<file path="src/rtl/core/otpb_pkg.sv">
// Shared types, codes and the quadrant mix table of the tile pixel blend.
// No dependencies.
`default_nettype none
package otpb_pkg;
    localparam int DIM_W = 13;
    localparam int POS_W = 12;
    localparam int NUM_W = 14;
    localparam int RGB_W = 24;
    localparam int CH_W  = 8;
    localparam int NCH   = 3;
    localparam int NLANE = 5;

    localparam logic [1:0] REG_HEIGHT = 2'd0;
    localparam logic [1:0] REG_WIDTH  = 2'd1;
    localparam logic [1:0] REG_POS    = 2'd2;

    localparam logic [3:0] CLS_INTERIOR = 4'd0;
    localparam logic [3:0] CLS_TOP      = 4'd1;
    localparam logic [3:0] CLS_BOTTOM   = 4'd2;
    localparam logic [3:0] CLS_LEFT     = 4'd3;
    localparam logic [3:0] CLS_RIGHT    = 4'd4;
    localparam logic [3:0] CLS_TL       = 4'd5;
    localparam logic [3:0] CLS_TR       = 4'd6;
    localparam logic [3:0] CLS_BL       = 4'd7;
    localparam logic [3:0] CLS_BR       = 4'd8;

    localparam logic [1:0] Q_TL = 2'd0;
    localparam logic [1:0] Q_TR = 2'd1;
    localparam logic [1:0] Q_BL = 2'd2;
    localparam logic [1:0] Q_BR = 2'd3;

    typedef enum logic [2:0] {
        K_DIAG, K_MID_LEFT_H, K_MID_RIGHT_H, K_TOP_MID, K_BOT_MID,
        K_MID_RIGHT_C, K_MID_LEFT_C, K_ALONE
    } t_kind;

    typedef struct packed {
        logic [NUM_W-1:0] num;
        logic [NUM_W-1:0] den;
    } t_ratio;

    typedef struct packed {
        logic             alone;
        logic [RGB_W-1:0] pm;
        logic [RGB_W-1:0] px;
        logic [RGB_W-1:0] py;
    } t_pix;

    function automatic t_kind quad_kind(input logic [3:0] cls, input logic [1:0] quad);
        t_kind k;
        k = K_DIAG;
        case (cls)
            CLS_TOP: begin
                if (quad == Q_TL) k = K_MID_LEFT_H;
                else if (quad == Q_TR) k = K_MID_RIGHT_H;
            end
            CLS_BOTTOM: begin
                if (quad == Q_BL) k = K_MID_LEFT_H;
                else if (quad == Q_BR) k = K_MID_RIGHT_H;
            end
            CLS_LEFT: begin
                if (quad == Q_TL) k = K_TOP_MID;
                else if (quad == Q_BL) k = K_BOT_MID;
            end
            CLS_RIGHT: begin
                if (quad == Q_TR) k = K_TOP_MID;
                else if (quad == Q_BR) k = K_BOT_MID;
            end
            CLS_TL: begin
                if (quad == Q_TL) k = K_ALONE;
                else if (quad == Q_TR) k = K_MID_RIGHT_C;
                else if (quad == Q_BL) k = K_BOT_MID;
            end
            CLS_TR: begin
                if (quad == Q_TL) k = K_MID_LEFT_C;
                else if (quad == Q_TR) k = K_ALONE;
                else if (quad == Q_BR) k = K_BOT_MID;
            end
            CLS_BL: begin
                if (quad == Q_TL) k = K_TOP_MID;
                else if (quad == Q_BL) k = K_ALONE;
                else if (quad == Q_BR) k = K_MID_RIGHT_C;
            end
            CLS_BR: begin
                if (quad == Q_TR) k = K_TOP_MID;
                else if (quad == Q_BL) k = K_MID_LEFT_C;
                else if (quad == Q_BR) k = K_ALONE;
            end
            default: k = K_DIAG;
        endcase
        return k;
    endfunction
endpackage
`default_nettype wire

</file>
<file path="src/rtl/core/otpb_mix.sv">
// Weight select and per-channel rounded blend over three stages.
// Depends on otpb_pkg.
`default_nettype none
module otpb_mix import otpb_pkg::*; #(
    parameter int F = 16
) (
    input  wire logic         i_clk,
    input  wire logic [2:0]   i_en,
    input  wire logic [F:0]   i_q [NLANE],
    input  t_pix              i_pix,
    output logic [RGB_W-1:0]  o_rgb
);
    localparam logic [F:0]   W_ONE = {1'b1, {F{1'b0}}};
    localparam logic [F-1:0] HALFR = {1'b1, {(F-1){1'b0}}};

    logic [F:0]      r1_wm, r1_wc, r1_t, r1_omt;
    t_pix            r1_pix;
    logic [CH_W-1:0] r2_a [NCH];
    logic [CH_W-1:0] r2_s [NCH];
    logic [F:0]      r2_wc;
    logic [RGB_W-1:0] r3_rgb;
    logic [F:0]      n_wm;

    function automatic logic [CH_W-1:0] mulw(input logic [CH_W-1:0] v, input logic [F:0] w);
        logic [F+8:0]  p;
        logic [8:0]    qv;
        logic [F-1:0]  rr;
        logic          inc;
        logic [9:0]    qs;
        p = (F+9)'(v) * (F+9)'(w);
        qv = p[F+8:F];
        rr = p[F-1:0];
        inc = (rr > HALFR) || ((rr == HALFR) && qv[0]);
        qs = {1'b0, qv} + 10'(inc);
        return (qs > 10'd255) ? 8'hFF : qs[7:0];
    endfunction

    function automatic logic [CH_W-1:0] sat8(input logic [CH_W-1:0] a, input logic [CH_W-1:0] b);
        logic [CH_W:0] s;
        s = {1'b0, a} + {1'b0, b};
        return s[CH_W] ? 8'hFF : s[CH_W-1:0];
    endfunction

    always_comb begin
        logic [F:0] m01, m23;
        m01 = (i_q[1] < i_q[0]) ? i_q[1] : i_q[0];
        m23 = (i_q[3] < i_q[2]) ? i_q[3] : i_q[2];
        n_wm = (m23 < m01) ? m23 : m01;
    end

    always_ff @(posedge i_clk) begin
        if (i_en[0]) begin
            r1_wm <= n_wm;
            r1_wc <= W_ONE - n_wm;
            r1_t <= i_q[4];
            r1_omt <= W_ONE - i_q[4];
            r1_pix <= i_pix;
        end
        if (i_en[1]) begin
            for (int k = 0; k < NCH; k++) begin
                r2_a[k] <= mulw(r1_pix.pm[8*k +: 8], r1_wm);
                r2_s[k] <= r1_pix.alone ? r1_pix.pm[8*k +: 8]
                         : sat8(mulw(r1_pix.px[8*k +: 8], r1_t),
                                mulw(r1_pix.py[8*k +: 8], r1_omt));
            end
            r2_wc <= r1_wc;
        end
        if (i_en[2]) begin
            for (int k = 0; k < NCH; k++) begin
                r3_rgb[8*k +: 8] <= sat8(r2_a[k], mulw(r2_s[k], r2_wc));
            end
        end
    end

    assign o_rgb = r3_rgb;
endmodule
`default_nettype wire

</file>
<file path="config.mk">
export PLATFORM = sky130hd
export DESIGN_NAME = otpb_mix
export DESIGN_NICKNAME = d
export VERILOG_FILES = /design/src/rtl/core/otpb_pkg.sv /design/src/rtl/core/otpb_mix.sv
export SDC_FILE = /design/constraint.sdc
export NUM_CORES = 2
export LEC_CHECK = 0
export BUFFER_PORTS_ARGS = -buffer_cell sky130_fd_sc_hd__buf_2
export CORE_MARGIN = 3
export CORE_UTILIZATION = 25
export DETAILED_ROUTE_END_ITERATION = 16
export PLACE_DENSITY = 0.44
export RECOVER_POWER = 100
export SLEW_MARGIN = 25
export SYNTH_ARGS = -nofsm -noshare
export SYNTH_HDL_FRONTEND = slang
export SYNTH_SLANG_ARGS = --single-unit
</file>
<file path="constraint.sdc">
create_clock -name i_clk -period 21.6 [get_ports i_clk]
set_clock_uncertainty 0.05 [all_clocks]
set_input_delay 4.32 -clock i_clk [delete_from_list [all_inputs] [get_ports i_clk]]
set_output_delay 4.32 -clock i_clk [all_outputs]
set_load 0.02 [all_outputs]
</file>
==> results_dict.tcl <==
set metrics [dict create \
    ys_ff_latch 228 \
    period_share_pct 58.5 \
    async_flop_share_pct 0 \
    grt_max_degree 63 \
    avgSynthCellArea_um2 8.87 \
    die-width_um 521 \
    cts_tree "done" \
    final_nets 9378 \
    dieArea_um2 271000 \
    max_freq_mhz 79.1 \
    hp-class "register to register" \
    status "finished with violations" \
    rows 188 \
    synth_ff_type "edfxtp_1" \
    seq_area_frac_synth_pct 10.3 \
    drv_slew 242 \
    vias 51026 \
    path_buf_inv 3 \
    crit_arrival_ns 12.94 \
    firstDrtPassIters 5 \
    worstMarginPinSlew_ns 3.91 \
    chipHeight_um 521 \
    htree_num_levels 2 \
    core_area_um2 263000 \
    viasPerCell 4.63 \
    cts_hold_buf 0 \
    antenna_left 0 \
    cpMaxStageDelayCell "o21ai_0" \
    insertion_delay_ns 0.65 \
    gp_congestion 0.857 \
    clk_path_buf_depth 3 \
    maxCapViolations 6 \
    cts_root_buffer "clkbuf_16" \
    syn2layout_area_growth_pct 8.83 \
    slew_headroom_pct -164 \
    place.port_buffers 185 \
    cts.sinks 228 \
    grt_pass1_vias 55053 \
    critPathLaunchType "input port" \
    path_cells "clkbuf_1 > inv_1 > ha_1 > nand4_1 > o221ai_1 > a211oi_1 > o21ai_0 > mux2i_1 > inv_1 > ha_1 > a21oi_1 > o221a_2 > o311a_1 > nand2_1 > nor2_1 > a21o_1 > ha_1 > o21ai_0 > nand4bb_1 > xor2_1" \
    setup-violations-final 0 \
    critPathRequiredTime_ns 21.89 \
    routedWlPerCell_um 17.4 \
    critPathMaxFanout 22 \
    numCtsBuffers 37 \
    final_common_cell "inv_1" \
    grt_first_pass_wirelength_um 313000 \
    grt_overflow 0 \
    path_class "input port to register" \
    cts_resized 0 \
    top_level_ports 186 \
    slowest_delay_ns 2.93 \
    violations "max-capacitance violations, max-slew violations" \
    dr.first_iter.drc_count 2602 \
    endpoint_kind "register" \
    path_delay_family "compound AO/OA/AOI/OAI gates" \
    clkTransAtPathRegs_ns 0.06 \
    start_util_pct 25.2 \
    fin_util_pct 27.4 \
    period_minus_slack_ns 12.64 \
    hold_violations 0 \
    synthesis.instances 7462 \
    wl_um 192000 \
    critPathMostFrequentCell "ha_1" \
    syn-cell-area_um2 66200 \
    yosysUniqueCellTypes 125 \
    antenna_found_initial 22 \
    drive_above_1_share_pct 4.46 \
    final_cell_mix "inv_1, fa_1, nand2_1" \
    cts_setup_buffers 0 \
    rsz0062_at_grt "false" \
    synth_fp_nets 9372 \
    track_usage_pct 14.4 \
    drc 0 \
    dp_hpwl_um 151000 \
    setup_tns_ns 0 \
    yosys_warnings 0 \
    worst_hold_slack_ns 0.423 \
    synth-edff-count 228 \
]
cells in the mapped netlist (48+ instances only):
cell,count,area (um^2)
nor3_1,106,531
xnor2_1,154,1350
clkbuf_1,270,1010
nor2b_1,53,332
a21o_1,131,983
ha_1,662,8280
o21ai_0,173,866
nand3_1,89,445
fa_1,1086,21700
o21a_1,48,360
nand2_1,945,3550
xor2_1,100,876
edfxtp_1,228,6850
a21oi_1,290,1450
inv_1,1189,4460
nor2_1,209,785
and2_1,928,5810
nand2b_1,68,425
layout make-up:
class	instances	area [um^2]
multi-input cells	5758	53700
inverters	1189	4460
flip-flops and latches	228	6850
clock buffers	40	958
clock inverters	25	284
diodes	8	20.0
well taps	3515	4400
repair buffers	254	1410
fillers	28322	191000
registers in the layout, indices dropped and copies added (netlist names):
register	count
r1_pix	73
o_rgb	24
r2_a	24
r2_s	24
r1_t	17
r1_wm	17
r2_wc	17
r1_omt	16
r1_wc	16
worst paths after layout:
| path | from | to | slack (ns) | cells past startpoint |
|---|---|---|---|---|
| hold / removal | r1_wc[2] | r2_wc[2] | 0.42 | 0 |
| setup reg to reg | r1_omt[3] | r2_s[0][22] | 12.08 | 32 |
| setup / recovery | i_q[38] | r1_wc[14] | 8.96 | 20 |
| hold reg to reg | r1_wc[2] | r2_wc[2] | 0.42 | 0 |
through the flow:
| step | instances | worst slack [ns] | cell area, um^2 |
|---|---|---|---|
| 2_1_floorplan | 7462 | 12.37 | 66200 |
| 3_3_place_gp | 10937 | 10.88 | 70900 |
| 3_5_place_dp | 10941 | 10.87 | 71000 |
| 4_1_cts | 11006 | 11.53 | 72200 |
| 5_1_grt | 11014 | 8.07 | 72100 |
| 6_report | 11017 | 8.96 | 72100 |
logic make-up (layout without fill, tap and decap cells):
kind of cell / after synthesis / in the layout / synth area share [%]
and+or+nand+nor: 2659 / 2659 / 21.0
other: 0 / 8 / 0
adders and majority gates: 1748 / 1748 / 45.3
AOI/OAI and AO/OA: 1038 / 1038 / 10.6
xor gates and xnor gates: 254 / 254 / 3.36
muxes: 59 / 59 / 0.971
DFF: 228 / 228 / 10.3
buffers and inverters: 1476 / 1508 / 8.43
per-layer routing:
layer	routed length, um	track usage [%]	vias up
met4	4850	3.66	6
met5	34	0	-
met3	5900	1.23	196
met2	88400	23.9	840
met1	93000	20.1	25922
li1	-	-	24062
Power is not shown: default switching activity piles up to over one toggle a cycle in this logic, so the estimate is an artifact.
