===== src/rtl/core/otpb_pkg.sv =====
// Shared types, codes and the quadrant mix table of the tile pixel blend.
// No dependencies.
`default_nettype none
package otpb_pkg;
    localparam int DIM_W = 13;
    localparam int POS_W = 12;
    localparam int NUM_W = 14;
    localparam int RGB_W = 24;
    localparam int CH_W  = 8;
    localparam int NCH   = 3;
    localparam int NLANE = 5;

    localparam logic [1:0] REG_HEIGHT = 2'd0;
    localparam logic [1:0] REG_WIDTH  = 2'd1;
    localparam logic [1:0] REG_POS    = 2'd2;

    localparam logic [3:0] CLS_INTERIOR = 4'd0;
    localparam logic [3:0] CLS_TOP      = 4'd1;
    localparam logic [3:0] CLS_BOTTOM   = 4'd2;
    localparam logic [3:0] CLS_LEFT     = 4'd3;
    localparam logic [3:0] CLS_RIGHT    = 4'd4;
    localparam logic [3:0] CLS_TL       = 4'd5;
    localparam logic [3:0] CLS_TR       = 4'd6;
    localparam logic [3:0] CLS_BL       = 4'd7;
    localparam logic [3:0] CLS_BR       = 4'd8;

    localparam logic [1:0] Q_TL = 2'd0;
    localparam logic [1:0] Q_TR = 2'd1;
    localparam logic [1:0] Q_BL = 2'd2;
    localparam logic [1:0] Q_BR = 2'd3;

    typedef enum logic [2:0] {
        K_DIAG, K_MID_LEFT_H, K_MID_RIGHT_H, K_TOP_MID, K_BOT_MID,
        K_MID_RIGHT_C, K_MID_LEFT_C, K_ALONE
    } t_kind;

    typedef struct packed {
        logic [NUM_W-1:0] num;
        logic [NUM_W-1:0] den;
    } t_ratio;

    typedef struct packed {
        logic             alone;
        logic [RGB_W-1:0] pm;
        logic [RGB_W-1:0] px;
        logic [RGB_W-1:0] py;
    } t_pix;

    function automatic t_kind quad_kind(input logic [3:0] cls, input logic [1:0] quad);
        t_kind k;
        k = K_DIAG;
        case (cls)
            CLS_TOP: begin
                if (quad == Q_TL) k = K_MID_LEFT_H;
                else if (quad == Q_TR) k = K_MID_RIGHT_H;
            end
            CLS_BOTTOM: begin
                if (quad == Q_BL) k = K_MID_LEFT_H;
                else if (quad == Q_BR) k = K_MID_RIGHT_H;
            end
            CLS_LEFT: begin
                if (quad == Q_TL) k = K_TOP_MID;
                else if (quad == Q_BL) k = K_BOT_MID;
            end
            CLS_RIGHT: begin
                if (quad == Q_TR) k = K_TOP_MID;
                else if (quad == Q_BR) k = K_BOT_MID;
            end
            CLS_TL: begin
                if (quad == Q_TL) k = K_ALONE;
                else if (quad == Q_TR) k = K_MID_RIGHT_C;
                else if (quad == Q_BL) k = K_BOT_MID;
            end
            CLS_TR: begin
                if (quad == Q_TL) k = K_MID_LEFT_C;
                else if (quad == Q_TR) k = K_ALONE;
                else if (quad == Q_BR) k = K_BOT_MID;
            end
            CLS_BL: begin
                if (quad == Q_TL) k = K_TOP_MID;
                else if (quad == Q_BL) k = K_ALONE;
                else if (quad == Q_BR) k = K_MID_RIGHT_C;
            end
            CLS_BR: begin
                if (quad == Q_TR) k = K_TOP_MID;
                else if (quad == Q_BL) k = K_MID_LEFT_C;
                else if (quad == Q_BR) k = K_ALONE;
            end
            default: k = K_DIAG;
        endcase
        return k;
    endfunction
endpackage
`default_nettype wire


===== src/rtl/core/otpb_front.sv =====
// Front stage: clamp sizes, classify quadrant, form the five ratio operands.
// Depends on otpb_pkg.
`default_nettype none
module otpb_front import otpb_pkg::*; #(
    parameter int MAX_DIM = 4096
) (
    input  wire logic             i_clk,
    input  wire logic             i_en,
    input  wire logic [DIM_W-1:0] i_height,
    input  wire logic [DIM_W-1:0] i_width,
    input  wire logic [3:0]       i_pos,
    input  wire logic [POS_W-1:0] i_row,
    input  wire logic [POS_W-1:0] i_col,
    input  wire logic [RGB_W-1:0] i_mid,
    input  wire logic [RGB_W-1:0] i_top,
    input  wire logic [RGB_W-1:0] i_left,
    input  wire logic [RGB_W-1:0] i_right,
    input  wire logic [RGB_W-1:0] i_bottom,
    output t_ratio                o_ratio [NLANE],
    output t_pix                  o_pix
);
    t_ratio r_ratio [NLANE];
    t_pix   r_pix;
    t_ratio n_ratio [NLANE];
    t_pix   n_pix;

    function automatic logic [DIM_W-1:0] clamp_dim(input logic [DIM_W-1:0] d);
        logic [DIM_W-1:0] c;
        c = d;
        if (d < DIM_W'(2)) c = DIM_W'(2);
        else if (32'(d) > 32'(MAX_DIM)) c = DIM_W'(MAX_DIM);
        return c;
    endfunction

    always_comb begin
        logic [DIM_W-1:0] hc, wc, dr, db;
        logic [POS_W-1:0] m, n;
        logic             bot, rgt;
        logic [1:0]       quad;
        t_kind            kind;
        logic [NUM_W-1:0] rowx, colx, drx, dbx, mx, nx;
        hc = clamp_dim(i_height);
        wc = clamp_dim(i_width);
        m = hc[DIM_W-1:1];
        n = wc[DIM_W-1:1];
        dr = (wc > {1'b0, i_col}) ? wc - {1'b0, i_col} : '0;
        db = (hc > {1'b0, i_row}) ? hc - {1'b0, i_row} : '0;
        bot = !(i_row < m);
        rgt = !(i_col < n);
        quad = {bot, rgt};
        kind = quad_kind(i_pos, quad);
        rowx = NUM_W'(i_row);
        colx = NUM_W'(i_col);
        drx = NUM_W'(dr);
        dbx = NUM_W'(db);
        mx = NUM_W'(m);
        nx = NUM_W'(n);
        n_ratio[0] = '{num: colx, den: nx};
        n_ratio[1] = '{num: rowx, den: mx};
        n_ratio[2] = '{num: drx, den: nx};
        n_ratio[3] = '{num: dbx, den: mx};
        n_ratio[4] = '{num: '0, den: '0};
        n_pix.alone = 1'b0;
        n_pix.pm = i_mid;
        n_pix.px = '0;
        n_pix.py = '0;
        case (kind)
            K_DIAG: begin
                n_pix.px = bot ? i_bottom : i_top;
                n_pix.py = rgt ? i_right : i_left;
                n_ratio[4].num = rgt ? drx : colx;
                n_ratio[4].den = (bot ? dbx : rowx) + (rgt ? drx : colx);
            end
            K_MID_LEFT_H: begin
                n_pix.px = i_mid;
                n_pix.py = i_left;
                n_ratio[4].num = (nx > colx) ? nx - colx : '0;
                n_ratio[4].den = nx;
            end
            K_MID_RIGHT_H: begin
                n_pix.px = i_mid;
                n_pix.py = i_right;
                n_ratio[4].num = (colx > nx) ? colx - nx : '0;
                n_ratio[4].den = nx;
            end
            K_TOP_MID: begin
                n_pix.px = i_top;
                n_pix.py = i_mid;
                n_ratio[4].num = (mx > rowx) ? mx - rowx : '0;
                n_ratio[4].den = mx;
            end
            K_BOT_MID: begin
                n_pix.px = i_bottom;
                n_pix.py = i_mid;
                n_ratio[4].num = (rowx > mx) ? rowx - mx : '0;
                n_ratio[4].den = mx;
            end
            K_MID_RIGHT_C: begin
                n_pix.px = i_mid;
                n_pix.py = i_right;
                n_ratio[4].num = drx;
                n_ratio[4].den = nx;
            end
            K_MID_LEFT_C: begin
                n_pix.px = i_mid;
                n_pix.py = i_left;
                n_ratio[4].num = colx;
                n_ratio[4].den = nx;
            end
            default: n_pix.alone = 1'b1;
        endcase
    end

    always_ff @(posedge i_clk) begin
        if (i_en) begin
            r_ratio <= n_ratio;
            r_pix <= n_pix;
        end
    end

    assign o_ratio = r_ratio;
    assign o_pix = r_pix;
endmodule
`default_nettype wire


===== config.mk =====
export PLATFORM = sky130hd
export DESIGN_NAME = otpb_front
export DESIGN_NICKNAME = d
export VERILOG_FILES = /design/src/rtl/core/otpb_pkg.sv /design/src/rtl/core/otpb_front.sv
export SDC_FILE = /design/constraint.sdc
export NUM_CORES = 1
export LEC_CHECK = 0
export BUFFER_PORTS_ARGS = -buffer_cell sky130_fd_sc_hd__buf_4
export CORE_MARGIN = 3
export CORE_UTILIZATION = 50
export CTS_CLUSTER_SIZE = 8
export DETAILED_ROUTE_END_ITERATION = 6
export PLACE_DENSITY_LB_ADDON = 0.25
export SYNTH_ARGS = -nofsm -noshare
export SYNTH_HDL_FRONTEND = slang
export SYNTH_SLANG_ARGS = --single-unit

===== constraint.sdc =====
create_clock -name i_clk -period 7.6 [get_ports i_clk]
set_input_delay 0.38 -clock i_clk [delete_from_list [all_inputs] [get_ports i_clk]]
set_output_delay 0.38 -clock i_clk [all_outputs]
set_load 0.01 [all_outputs]

==> summary.md <==
| Metric | Value |
|---|---|
| Clk buf depth | 2 |
| Die X | between 150 and 200 um |
| Slew HR | between 10 and 15% |
| Worst setup path start | i_height[2] |
| Drt via density | between 5 and 6 |
| Adder-cell share of the synthesized area | 9.95% |
| CP top delay family | compound AO/OA/AOI/OAI gates |
| Leak | 7.11 nW |
| TNS Setup | 0 ns |
| Residual DRC | 0 |
| GR Util All Layers | between 20 and 30% |
| Status | completed |
| Min-delay worst type | input pin to register |
| Critical path data required time | a little under 8 ns |
| Starting Density | 51.5% |
| I/O Buffers | 374 |
| Setup Fix Bufs, Post-CTS | 0 |
| Startpoint Class | input pin |
| CTS Hold Bufs | 0 |
| Slowest cell delay on critical path | roughly 0.67 ns |
| Die area | about 26000 um2 |
| Hold Violations, Final | 0 |
| Die H | approximately 160 um |
| Count of final setup violators | 0 |
| Fin crit period | roughly 6.4 ns |
| DP HPWL | 31100 um |
| Post-synth ARST share | 0% |
| Antenna Cells | 0 |
| Largest net degree at the start of global routing | 92 |
| Crit path kind | input pin to register |
| Data arrival, critical path | between 6 and 7 ns |
| Final wirelength | ~40000 um |
| Std cell rows | 56 |
| Largest area contributor in the netlist | edfxtp_1 |
| Peak VDD IR | approximately 0.00013 V |
| Seq cells post-synth | between 150 and 200 |
| Vias | ~11000 |
| Hold_sp | i_mid[2] |
| GRT overflow | 0 |
| Distinct cells, synth | between 70 and 80 |
| Mux contribution to synthesized area | less than 1% |
| Clk root buf | clkbuf_16 |
| Cell Count, Final, Fillers Out | about 1900 |
| Post-synth EDFFs | ~180 |
| Dominant synthesized flop cell | edfxtp_1 |
| Clock buffer count from CTS | 17 |
| Wire length of the first global-routing pass | between 50000 and 60000 um |
| Largest family of logic cells by synthesized area | compound AO/OA/AOI/OAI gates |
| Sequential area share after synthesis | a little over two fifths |
| Peak Freq | roughly 160 MHz |
| Clock Pin Slew Worst Setup and Hold Paths | ~0.08 ns |
| Area added between synthesis and finish | 28.1% |
| Max cap viols | 0 |
| CTS tree | yes |
| Final Max Tran Viols | 0 |
| CP Buf/Inv Count | 3 |
| Synth warnings | 0 |
| Cell Area, Synth | ~12000 um2 |
| Synth top area share | 43.0% |
| Crit Path Max Fanout | 12 |
| Synth Area per Inst | approximately 10 um2 |
| Slowest-stage cell, CP | o41ai_1 |
| Largest cells by area after synthesis | edfxtp_1, ha_1, inv_1, a21oi_1, o21ai_0 |
| Fin nets | 1844 |
| Synth Instances | 1252 |
| Synth Area in Compound Gates | around 22% |
| Share of cells above drive strength 1 | 27.7% |
| Synth Area in XOR/XNOR | under 10% |
| Htree depth | 4 |
| Gpl congestion | roughly 1.0 |
| Number of global-route vias before repair | approximately 11000 |
| Unrepaired setup endpoints after global routing | false |
| Drt pass-1 iters | 7 |
| Post-synthesis simple-gate area fraction | a little under an eighth |
| Worst setup EP type | register |
| # IOs | between 300 and 400 |
| WL/cell | around 21 um |
| Power Density | between 200 and 250 nW/um2 |
| DP Cell Count | roughly 1900 |
| Routed Antenna Nets | 0 |
| Final period utilization | between 80% and 90% |
| Initial antenna violation count | 0 |
| CTS Sinks | 175 |
| Initial drt markers | 1322 |
| Post-CTS sizing | 0 |
| Worst Tran Pin Value | between 1 and 1.5 ns |
| Critical Path Most Common Cell | a21oi_1 |
| Core Area | roughly 24000 um2 |
synthesized netlist by cell type, drive strengths merged (15+ instances only):
master,count
ha,86
a21oi,73
a222oi,25
nand3,33
xnor2,38
nand2,95
nand2b,18
a22oi,37
nor3,28
inv,134
a21o,30
nor2,77
o21ai,89
xor2,23
clkbuf,25
buf,66
a211oi,15
edfxtp,175
cell usage in the layout, fill, tap and decap left out, drive strengths merged, types with 14 or more instances in the layout:
master	count
inv	141
xor2	23
buf	382
edfxtp	175
nor3	28
clkbuf	17
o21ai	89
ha	86
nand3	33
a21oi	73
o31ai	14
a211oi	15
xnor2	38
a22oi	37
o211ai	14
nand2	95
a222oi	25
a21o	30
conb	14
nor2	77
nand2b	18
power breakdown:
group	internal, mW	switching (mW)	total [mW]
Clock	0.483	0.452	0.935
Combinational	0.485	0.672	1.16
Sequential	1.22	0.0387	1.26
routing by layer:
metal / wire length (um) / track usage [%]
met1: 16900 / 42.3
met2: 18900 / 46.2
met3: 3900 / 4.37
met4: 769 / 7.48
met5: 0 / 0
area by class of cell:
class                           count  area (um2)
Clock buffer                       17         425
Timing Repair Buffer              382        2870
Fill cell                        1934        8090
Clock inverter                     15         210
Sequential cell                   175        5260
Inverter                          135         507
Multi-Input combinational cell    864        6000
Tap cell                          319         399
worst paths after layout:
kind	endpoint	depth (start not counted)
max	o_ratio[11]$_DFFE_PP_	26
min	o_pix[50]$_DFFE_PP_	1
state kept, by name, indices dropped and copies added, names as in the netlist:
register	flops
o_pix	73
o_ratio	102
through the flow:
step | worst slack (ns) | utilization (%) | area [um2] | total power [mW] | hold slack (ns)
after floorplan | 2.08 | - | 12300 | 1.92 | 0.479
after detailed placement | 0.792 | 63.3 | 15000 | 2.41 | 0.576
final | 1.19 | 66.0 | 15700 | 3.35 | 0.127
after global placement | 1.07 | 63.3 | 15000 | 2.40 | 0.577
after global routing | 0.639 | 66.0 | 15700 | 3.50 | 0.120
after CTS | 1.28 | 66.0 | 15700 | 3.34 | 0.120
cell families after synthesis:
group	after synthesis
adder cells (fa/ha/maj)	93
AND/OR/NAND/NOR	307
AO/OA/AOI/OAI	383
XOR/XNOR	61
buffers and inverters	226
flip-flops	175
multiplexers	6
other	1
Note: power is estimated with default switching activity, not from simulation.
